--- config.mk ---
export PLATFORM = sky130hd
export DESIGN_NAME = rma_ctrl
export DESIGN_NICKNAME = d
export VERILOG_FILES = /design/src/sv/rma_pkg.sv /design/src/sv/rma_ctrl.sv
export VERILOG_INCLUDE_DIRS = /design/src /design/src/sv
export SDC_FILE = /design/constraint.sdc
export NUM_CORES = 1
export LEC_CHECK = 0
export BUFFER_PORTS_ARGS = -buffer_cell sky130_fd_sc_hd__buf_2
export CAP_MARGIN = 10
export CORE_ASPECT_RATIO = 0.6
export CORE_MARGIN = 2
export CORE_UTILIZATION = 61
export DETAILED_ROUTE_END_ITERATION = 16
export GPL_ROUTABILITY_DRIVEN = 0
export PLACE_DENSITY = 0.84
export SYNTH_ARGS = -nofsm -noshare
export SYNTH_HDL_FRONTEND = slang
export SYNTH_SLANG_ARGS = --single-unit
--- constraint.sdc ---
create_clock -name clk -period 10.1 [get_ports clk]
set_clock_uncertainty 0.15 [all_clocks]
set_input_delay 0.505 -clock clk [delete_from_list [all_inputs] [get_ports clk]]
set_output_delay 0.505 -clock clk [all_outputs]
set_load 0.005 [all_outputs]
--- src/sv/assert_macros.svh ---
// Assertion helpers shared by the block's modules.
// Both expect a signal named clk in scope; RMA_CHECK also expects arst_n.
`ifndef ASSERT_MACROS_SVH
`define ASSERT_MACROS_SVH

// checked only out of reset
`define RMA_CHECK(lbl, prop, msg) \
	lbl: assert property (@(posedge clk) disable iff (!arst_n) prop) else $error(msg);

// checked at every edge, reset included
`define RMA_CHECK_ALWAYS(lbl, prop, msg) \
	lbl: assert property (@(posedge clk) prop) else $error(msg);

`endif

--- src/sv/rma_pkg.sv ---
package rma_pkg;

	// item modes
	localparam logic [1:0] MODE_WEIGHT  = 2'd0;
	localparam logic [1:0] MODE_BIAS    = 2'd1;
	localparam logic [1:0] MODE_FEATURE = 2'd2;

	// register indexes
	localparam logic [2:0] REG_LAYER_COUNT = 3'd0;
	localparam logic [2:0] REG_INPUT_WIDTH = 3'd1;
	localparam logic [2:0] REG_WIDTH_ONE   = 3'd2;
	localparam logic [2:0] REG_WIDTH_TWO   = 3'd3;
	localparam logic [2:0] REG_WIDTH_THREE = 3'd4;
	localparam logic [2:0] REG_WIDTH_FOUR  = 3'd5;

	localparam int CFG_INDEX_W = 3;
	localparam int CFG_DATA_W  = 5;
	localparam int COUNT_REG_W = 3;
	localparam int WIDTH_REG_W = 5;
	localparam int WIDTH_REGS  = 4;

	localparam logic [COUNT_REG_W-1:0] LAYER_COUNT_RST = 3'd2;
	localparam logic [WIDTH_REG_W-1:0] WIDTH_RST       = 5'd16;

	localparam int LAYER_SEL_W = 2;
	localparam int ROW_W       = 4;
	localparam int COL_W       = 4;
	localparam int DECISION_W  = 4;
	localparam int BEST_W      = 15;

	localparam int ACC_W  = 40;
	localparam int W_FRAC = 12;
	localparam int A_FRAC = 8;

	typedef struct packed {
		logic valid;
		logic first;
		logic bias_op;
		logic last_layer;
		logic src_feat;
		logic src_pong;
		logic dst_pong;
	} mac_cmd_t;

	typedef struct packed {
		logic busy;
		logic out_free;
	} dp_status_t;

endpackage

--- src/sv/rma_ctrl.sv ---
`include "assert_macros.svh"

module rma_ctrl #(
	parameter int MAX_LAYERS = 4,
	parameter int MAX_WIDTH  = 16,
	localparam int IW  = $clog2(MAX_WIDTH),
	localparam int CW  = $clog2(MAX_WIDTH + 1),
	localparam int LW  = (MAX_LAYERS > 1) ? $clog2(MAX_LAYERS) : 1,
	localparam int LCW = $clog2(MAX_LAYERS + 1)
) (
	input  logic                            clk,
	input  logic                            arst_n,
	input  logic                            cfg_we,
	input  logic [rma_pkg::CFG_INDEX_W-1:0] cfg_index,
	input  logic [rma_pkg::CFG_DATA_W-1:0]  cfg_data,
	input  logic                            in_accept,
	input  logic [1:0]                      mode,
	input  logic                            last,
	output logic                            in_stall,
	output rma_pkg::mac_cmd_t               cmd,
	output logic [LW-1:0]                   cmd_layer,
	output logic [IW-1:0]                   cmd_row,
	output logic [IW-1:0]                   cmd_col,
	output logic                            emit,
	input  rma_pkg::dp_status_t             status
);

	typedef enum logic [3:0] {
		ST_IDLE  = 4'b0001,
		ST_ISSUE = 4'b0010,
		ST_DRAIN = 4'b0100,
		ST_EMIT  = 4'b1000
	} state_t;

	state_t state_q, state_d;

	logic [rma_pkg::COUNT_REG_W-1:0] layer_count_q;
	logic [rma_pkg::WIDTH_REG_W-1:0] input_width_q;
	logic [rma_pkg::WIDTH_REG_W-1:0] width_q [rma_pkg::WIDTH_REGS];

	logic [LW-1:0] layer_q;
	logic [IW-1:0] row_q;
	logic [CW-1:0] col_q;
	logic [CW-1:0] n_in_q;
	logic [CW-1:0] n_out;
	logic [LCW-1:0] layers;
	logic          last_layer, last_row, mac_phase, start;

	function automatic logic [CW-1:0] clamp_w(input logic [rma_pkg::WIDTH_REG_W-1:0] w);
		logic [CW-1:0] r;
		if (w == '0) begin
			r = CW'(1);
		end else if (int'(w) > MAX_WIDTH) begin
			r = CW'(MAX_WIDTH);
		end else begin
			r = CW'(w);
		end
		return r;
	endfunction

	// register writes
	always_ff @(posedge clk or negedge arst_n) begin
		if (!arst_n) begin
			layer_count_q <= rma_pkg::LAYER_COUNT_RST;
			input_width_q <= rma_pkg::WIDTH_RST;
			for (int k = 0; k < rma_pkg::WIDTH_REGS; k++) begin
				width_q[k] <= rma_pkg::WIDTH_RST;
			end
		end else if (cfg_we) begin
			unique case (cfg_index)
				rma_pkg::REG_LAYER_COUNT: layer_count_q <= rma_pkg::COUNT_REG_W'(cfg_data);
				rma_pkg::REG_INPUT_WIDTH: input_width_q <= cfg_data;
				rma_pkg::REG_WIDTH_ONE:   width_q[0] <= cfg_data;
				rma_pkg::REG_WIDTH_TWO:   width_q[1] <= cfg_data;
				rma_pkg::REG_WIDTH_THREE: width_q[2] <= cfg_data;
				rma_pkg::REG_WIDTH_FOUR:  width_q[3] <= cfg_data;
				default: ;
			endcase
		end
	end

	always_comb begin
		if (layer_count_q == '0) begin
			layers = LCW'(1);
		end else if (int'(layer_count_q) > MAX_LAYERS) begin
			layers = LCW'(MAX_LAYERS);
		end else begin
			layers = LCW'(layer_count_q);
		end
		// layers past the fourth run at full width
		n_out = CW'(MAX_WIDTH);
		for (int k = 0; k < rma_pkg::WIDTH_REGS; k++) begin
			if (int'(layer_q) == k) begin
				n_out = clamp_w(width_q[k]);
			end
		end
	end

	assign last_layer = (LCW'(layer_q) == layers - LCW'(1));
	assign last_row   = (CW'(row_q) == n_out - CW'(1));
	assign mac_phase  = (col_q != n_in_q);
	assign start      = in_accept && (mode == rma_pkg::MODE_FEATURE) && last;
	assign in_stall   = (state_q != ST_IDLE);
	assign emit       = (state_q == ST_EMIT) && status.out_free;

	assign cmd_layer = layer_q;
	assign cmd_row   = row_q;
	assign cmd_col   = IW'(col_q);

	always_comb begin
		cmd            = '0;
		cmd.valid      = (state_q == ST_ISSUE);
		cmd.first      = mac_phase && (col_q == '0);
		cmd.bias_op    = !mac_phase;
		cmd.last_layer = last_layer;
		cmd.src_feat   = (layer_q == '0);
		cmd.src_pong   = !layer_q[0];
		cmd.dst_pong   = layer_q[0];
	end

	always_comb begin
		state_d = state_q;
		unique case (state_q)
			ST_IDLE:  if (start) state_d = ST_ISSUE;
			ST_ISSUE: if (!mac_phase && last_row) state_d = ST_DRAIN;
			ST_DRAIN: begin
				if (!status.busy) begin
					state_d = last_layer ? ST_EMIT : ST_ISSUE;
				end
			end
			ST_EMIT:  if (status.out_free) state_d = ST_IDLE;
			default:  state_d = ST_IDLE;
		endcase
	end

	always_ff @(posedge clk or negedge arst_n) begin
		if (!arst_n) begin
			state_q <= ST_IDLE;
			layer_q <= '0;
			row_q   <= '0;
			col_q   <= '0;
			n_in_q  <= CW'(1);
		end else begin
			state_q <= state_d;
			if (state_q == ST_IDLE && start) begin
				layer_q <= '0;
				row_q   <= '0;
				col_q   <= '0;
				n_in_q  <= clamp_w(input_width_q);
			end else if (state_q == ST_ISSUE) begin
				if (mac_phase) begin
					col_q <= col_q + CW'(1);
				end else begin
					col_q <= '0;
					if (!last_row) begin
						row_q <= row_q + IW'(1);
					end
				end
			end else if (state_q == ST_DRAIN && !status.busy && !last_layer) begin
				layer_q <= layer_q + LW'(1);
				row_q   <= '0;
				col_q   <= '0;
				n_in_q  <= n_out;
			end
		end
	end

	`RMA_CHECK(a_issue_blocks_input, cmd.valid |-> in_stall, "issue while input open")
	`RMA_CHECK(a_emit_into_free, emit |-> status.out_free, "emit into a full output")

endmodule

=== Yosys cells after proc, flatten, opt, wreduce, memory -nomap -nowiden ===
Index checks and enable logic that the tools add are counted.

* Output and inout port bits: 19
* Register bits after elaboration: 48
* Input port bits: 17
* Logic and storage cells: 116

* Muxes and demuxes: 37
* Order comparisons: 6
* Eq/ne operators: 24
* Reductions and logical operators: 33
* Add/sub/neg operators: 5

{| class="wikitable"
|+ Operator list
! kind !! number
|-
| $mux W5 || 21
|-
| $mux W4 || 10
|-
| $logic_not A5 Y1 || 6
|-
| $gt A5 B5 Y1 const B || 5
|-
| $pmux W4 S4 || 1
|-
| $reduce_and A2 Y1 || 7
|-
| $logic_and A1 B1 Y1 || 8
|-
| $eq A2 B2 Y1 const B || 3
|-
| $eq A3 B2 Y1 const B || 2
|-
| $eq A3 B3 Y1 const B || 2
|-
| $logic_not A3 Y1 || 2
|-
| $mux W2 || 3
|-
| $mux W3 || 2
|-
| $ne A2 B2 Y1 const B || 3
|-
| $ne A3 B2 Y1 const B || 2
|-
| $add A5 B1 Y5 const B || 1
|-
| $eq A4 B5 Y1 || 1
|-
| $ne A5 B5 Y1 || 1
|-
| $sub A5 B1 Y5 const B || 1
|-
| $add A4 B1 Y4 const B || 1
|-
| $eq A4 B1 Y1 const B || 1
|-
| $eq A4 B2 Y1 const B || 1
|-
| $eq A4 B3 Y1 const B || 1
|-
| $eq A4 B4 Y1 const B || 1
|-
| other kinds (14) || 19
|}

=== Depth between registers and ports, before layout ===
* Depth after elaboration: 13
* Depth in mapped cells: 14
* Gate-level depth less buffers: 13

=== Least setup slack after synthesis ===
No wires, ideal clock.

* Kind: register to register
* Start point: register layer_q[0] (netlist: cmd_layer[0])
* End point: register row_q[0] (netlist: cmd_row[0])
* Data arrival time: 2.986 ns
* Path slack: 6.839 ns
* Required time: 9.825 ns
* Clock period less this slack: 3.261 ns
* Stages on the path, launching flop included: 14
* Buffers on the path: 1
* Library setup time: 0.125 ns
* Path through: dfrtp_1 -> inv_1 -> ha_1 -> buf_2 -> a21oi_1 -> o31ai_1 -> o41ai_1 -> inv_1 -> ha_1 -> xnor2_1 -> inv_1 -> o2111ai_2 -> o21ai_2 -> mux2_2

* Cells in the longest elaborated chain, start to end: 9
* Elaborated cells between the ends (all ways): 16
* Those cells by class: add/sub (1); eq/ne (6); mux (4); reduce/logical (5)

{| class="wikitable"
|+ RTL lines
! what !! RTL line !! source
|-
| start: declaration || rma_ctrl.sv:41 || <nowiki>logic [LW-1:0] layer_q;</nowiki>
|-
| start signal: assignment || rma_ctrl.sv:160 || <nowiki>layer_q <= layer_q + LW'(1);</nowiki>
|-
| $logic_not A2 Y1 || rma_ctrl.sv:93 || <nowiki>if (int'(layer_q) == k) begin</nowiki>
|-
| $mux W5 (4 in series) || rma_ctrl.sv:93 ||
|-
| $sub A5 B1 Y5 || rma_ctrl.sv:100 || <nowiki>assign last_row = (CW'(row_q) == n_out - CW'(1));</nowiki>
|-
| $eq A4 B5 Y1 || rma_ctrl.sv:100 ||
|-
| $ne A3 B2 Y1 (no line) || -- ||
|-
| $reduce_and A3 Y1 (no line) * || -- ||
|-
| end signal: assignment || rma_ctrl.sv:156 || <nowiki>row_q <= row_q + IW'(1);</nowiki>
|-
| end: declaration || rma_ctrl.sv:42 || <nowiki>logic [IW-1:0] row_q;</nowiki>
|}

Mark *: on every way between the ends. The rest lies on a longest branch, timed or not.
A chain may end at the register's enable or synchronous reset.

=== Worst setup path after layout ===
* Start point: register layer_q[1] (netlist: cmd_layer[1])
* End point: register row_q[0] (netlist: cmd_row[0])

Same word-level chain as after synthesis.

==> flow_metrics.env <==
export IMPL_status="finished clean"
export IMPL_drv_slew=0
export IMPL_power_frac_seq=0.427
export IMPL_postLayoutCoreUtil=0.713
export IMPL_power_uw=713
export IMPL_avgSynthCellArea_sq_um=10.6
export IMPL_period_share=0.372
export IMPL_hp_class="input port to async pin"
export IMPL_dp_cells=343
export IMPL_grt_max_degree=49
export IMPL_grt_overflow=0
export IMPL_ctsRootBufferMaster="clkbuf_8"
export IMPL_critPathLaunchType="flop"
export IMPL_switching_share=0.386
export IMPL_drt_pass1_iter_count=4
export IMPL_required_ns=10.15
export IMPL_grt_use_total=0.250
export IMPL_p_per_area_mw_per_mm2=237
export IMPL_drc_errors=0
export IMPL_combPwrFrac=0.410
export IMPL_chipHeight_um=56.0
export IMPL_hpwlAfterDp_mm=4.47
export IMPL_p_leak_nw=1.33
export IMPL_clock_fmax_ghz=0.266
export IMPL_critPathKind="flop to flop"
export IMPL_cts_buffers=5
export IMPL_arrival_ns=3.81
export IMPL_cts_hold_buffers=0
export IMPL_ir_worst_vdd_mv=0.162
export IMPL_path_cells="inv_1 > ha_1 > nor3b_1 > o31ai_1 > o41ai_1 > inv_1 > ha_1 > xnor2_1 > xnor2_1 > nand3_1 > o21ai_2 > mux2_2"
export IMPL_area_growth_pct=9.09
export IMPL_r2r_start="cmd_layer[1]$_DFFE_PN0P_"
export IMPL_ys_seq_elements=48
export IMPL_internal_power_uw=438
export IMPL_tightest_slew_ns=1.02
export IMPL_reg2reg_slack_ns=6.34
export IMPL_cts_repair_resized=0
export IMPL_die_w_um=90.7
export IMPL_final_cells=351
export IMPL_dieArea_sq_mm=0.00509
export IMPL_drtIter0Drc=197
export IMPL_rsz0062_at_grt="no"
export IMPL_syn_nets=287
export IMPL_tns_ns=0
export IMPL_core_area_sq_mm=0.00421
export IMPL_p_switching_uw=275
export IMPL_grt_antenna_before_repair=0
export IMPL_grt_pass1_vias=2074
export IMPL_ys_flop_type="dfrtp_1"
export IMPL_wl_mm=5.91
export IMPL_path_max_fanout=9
export IMPL_worstSkewPairLatency_ns=0.31
export IMPL_wl_per_cell_um=16.8
export IMPL_htreeDepth=2
export IMPL_viasPerCell=6.12
export IMPL_fin_crit_ns=3.76
export IMPL_maxCapViolCount=0
export IMPL_synth_cell_types=57
export IMPL_fin_nets=316
export IMPL_yosysSeqAreaShare=0.440
export IMPL_maxSlewHeadroom=0.321
export IMPL_worst_r2r_path_depth=12
export IMPL_clkTransAtPathRegs_ns=0.09
export IMPL_power_frac_clock=0.163
export IMPL_io_pins=36
export IMPL_rows=18
export IMPL_vias=2149
export IMPL_final_setup_viol_count=0
export IMPL_synthArstFlopShare=1.00
export IMPL_regToRegEndpoint="cmd_row[0]$_DFFE_PN0P_"
export IMPL_port_buffers=35
export IMPL_final_layout_size_suffix_gt1_frac=0.309
export IMPL_ant_nets=0
export IMPL_cts_tree="built"
export IMPL_post_cts_buffers=0
export IMPL_fillCellCount=301
export IMPL_syn_area_sq_mm=0.00275
export IMPL_cpMaxStageDelayCell="o41ai_1"
export IMPL_antenna_cells=0
export IMPL_synth_edff_count=0
export IMPL_max_stage_delay_ns=0.53
export IMPL_clock_sinks=48
export IMPL_hold_violations=0
export IMPL_synthesis_instances=261
export IMPL_grt_pass1_wl_mm=9.90
export IMPL_clock_path_buffers=2
export IMPL_end_kind="flop"
export IMPL_ys_warn_count=0
export IMPL_start_util=0.654
-- synth_stat cells (2+ instances only) --
cell,instances,area [sq um]
o21ai_0,17,85.1
and2_1,2,12.5
nand3b_1,3,22.5
clkbuf_1,3,11.3
nor3_1,7,35.0
o31ai_1,3,22.5
nor2b_1,5,31.3
mux2_2,29,327
a31oi_1,4,25.0
nor4_1,2,12.5
nand2_1,15,56.3
xor2_1,4,35.0
nand4b_1,2,17.5
o41ai_1,2,17.5
or3_1,4,25.0
dfstp_2,8,210
dfrtp_1,40,1000
inv_1,14,52.6
nor3b_1,3,22.5
nor2_1,18,67.6
ha_1,9,113
nor4b_1,2,17.5
buf_6,2,22.5
xnor2_1,8,70.1
nand2b_1,3,18.8
nand3_1,6,30.0
o31a_1,2,17.5
a221o_1,3,30.0
a22o_1,2,17.5
buf_4,6,45.0
a21oi_1,7,35.0
-- power groups by stage --
stage | registers (mW) | clock network (mW) | logic (mW)
after floorplan | 0.290 | 0 | 0.228
after CTS | 0.303 | 0.118 | 0.289
final | 0.304 | 0.116 | 0.292
after global placement | 0.303 | 0 | 0.274
after global routing | 0.311 | 0.127 | 0.324
after detailed placement | 0.306 | 0 | 0.288
-- stage by stage --
| step | area, sq um | hold slack (ns) | worst slack, ns |
|---|---|---|---|
| 5_1_grt | 3000 | 0.315 | 6.10 |
| 3_3_place_gp | 2920 | 0.344 | 6.68 |
| 3_5_place_dp | 2920 | 0.351 | 6.48 |
| 4_1_cts | 3000 | 0.253 | 6.43 |
| 6_report | 3000 | 0.216 | 6.34 |
| 2_1_floorplan | 2750 | 0.0594 | 6.84 |
-- cell usage in the layout, fill, tap and decap left out, types with 2 or more instances in the layout --
cell type  count
xor2_1         4
nor4_1         2
nor3_1         7
nand4b_1       2
o31a_1         2
nor2_1        18
a21oi_1        7
a221o_1        3
a31oi_1        4
nand3_1        6
ha_1           9
inv_1         14
dfrtp_1       40
o41ai_1        2
nand2b_1       3
nor2b_1        5
dfstp_2        8
xnor2_1        8
nor3b_1        3
nor4b_1        2
buf_2         35
nand2_1       15
mux2_2        29
nand3b_1       3
or3_1          4
o21ai_0       17
o31ai_1        3
clkbuf_8       5
a22o_1         2
and2_1         2
-- how the worst max path moves through the flow --
stage                                   to                      from  cells past startpoint
floorplan           cmd_row[0]$_DFFE_PN0P_  cmd_layer[0]$_DFFE_PN0P_                     13
global placement    cmd_row[0]$_DFFE_PN0P_  cmd_layer[1]$_DFFE_PN0P_                     12
detailed placement  cmd_row[0]$_DFFE_PN0P_  cmd_layer[1]$_DFFE_PN0P_                     12
CTS                 cmd_row[0]$_DFFE_PN0P_  cmd_layer[1]$_DFFE_PN0P_                     12
global route        cmd_row[0]$_DFFE_PN0P_  cmd_layer[1]$_DFFE_PN0P_                     12
finish              cmd_row[0]$_DFFE_PN0P_  cmd_layer[1]$_DFFE_PN0P_                     12
-- sequential cells by signal (all words and copies together), names as in the netlist --
name,cells
cmd_layer,2
cmd_row,4
col_q,5
input_width_q,5
layer_count_q,3
n_in_q,5
state_q,4
width_q,20
-- worst max-delay path, delay by kind of cell, from the launching register on --
kind,cells,cell delay (ns)
flip-flops,1,0.46
AO/OA/AOI/OAI,3,0.93
XOR/XNOR,2,0.40
buffers and inverters,2,0.29
adder cells (fa/ha/maj),2,0.58
AND/OR/NAND/NOR,2,0.49
multiplexers,1,0.36
-- cell families after synthesis --
logic type / count (synthesis) / synth area share
AO/OA/AOI/OAI: 50 / 0.125
XOR/XNOR: 12 / 0.0382
adder cells (fa/ha/maj): 9 / 0.0409
buffers and inverters: 28 / 0.0527
flip-flops: 48 / 0.440
multiplexers: 30 / 0.124
AND/OR/NAND/NOR: 84 / 0.179
-- layout make-up --
type / count / area, sq um / share of cell area
well taps: 60 / 75.1 / 0.0250
inverters: 15 / 56.3 / 0.0187
multi-input cells: 185 / 1400 / 0.465
clock buffers: 6 / 72.6 / 0.0242
clock inverters: 2 / 16.3 / 0.00541
flip-flops and latches: 48 / 1210 / 0.403
repair buffers: 35 / 175 / 0.0583
-- routing by layer --
metal | vias to the layer above | track usage | share of wire | routed length (um)
met5 | - | 0 | 0 | 0
met4 | 0 | 0.0791 | 0.015 | 89
met3 | 11 | 0.0745 | 0.071 | 419
met2 | 73 | 0.359 | 0.43 | 2560
met1 | 1066 | 0.362 | 0.48 | 2840
li1 | 999 | - | - | -
(Power assumes the default switching activity.)
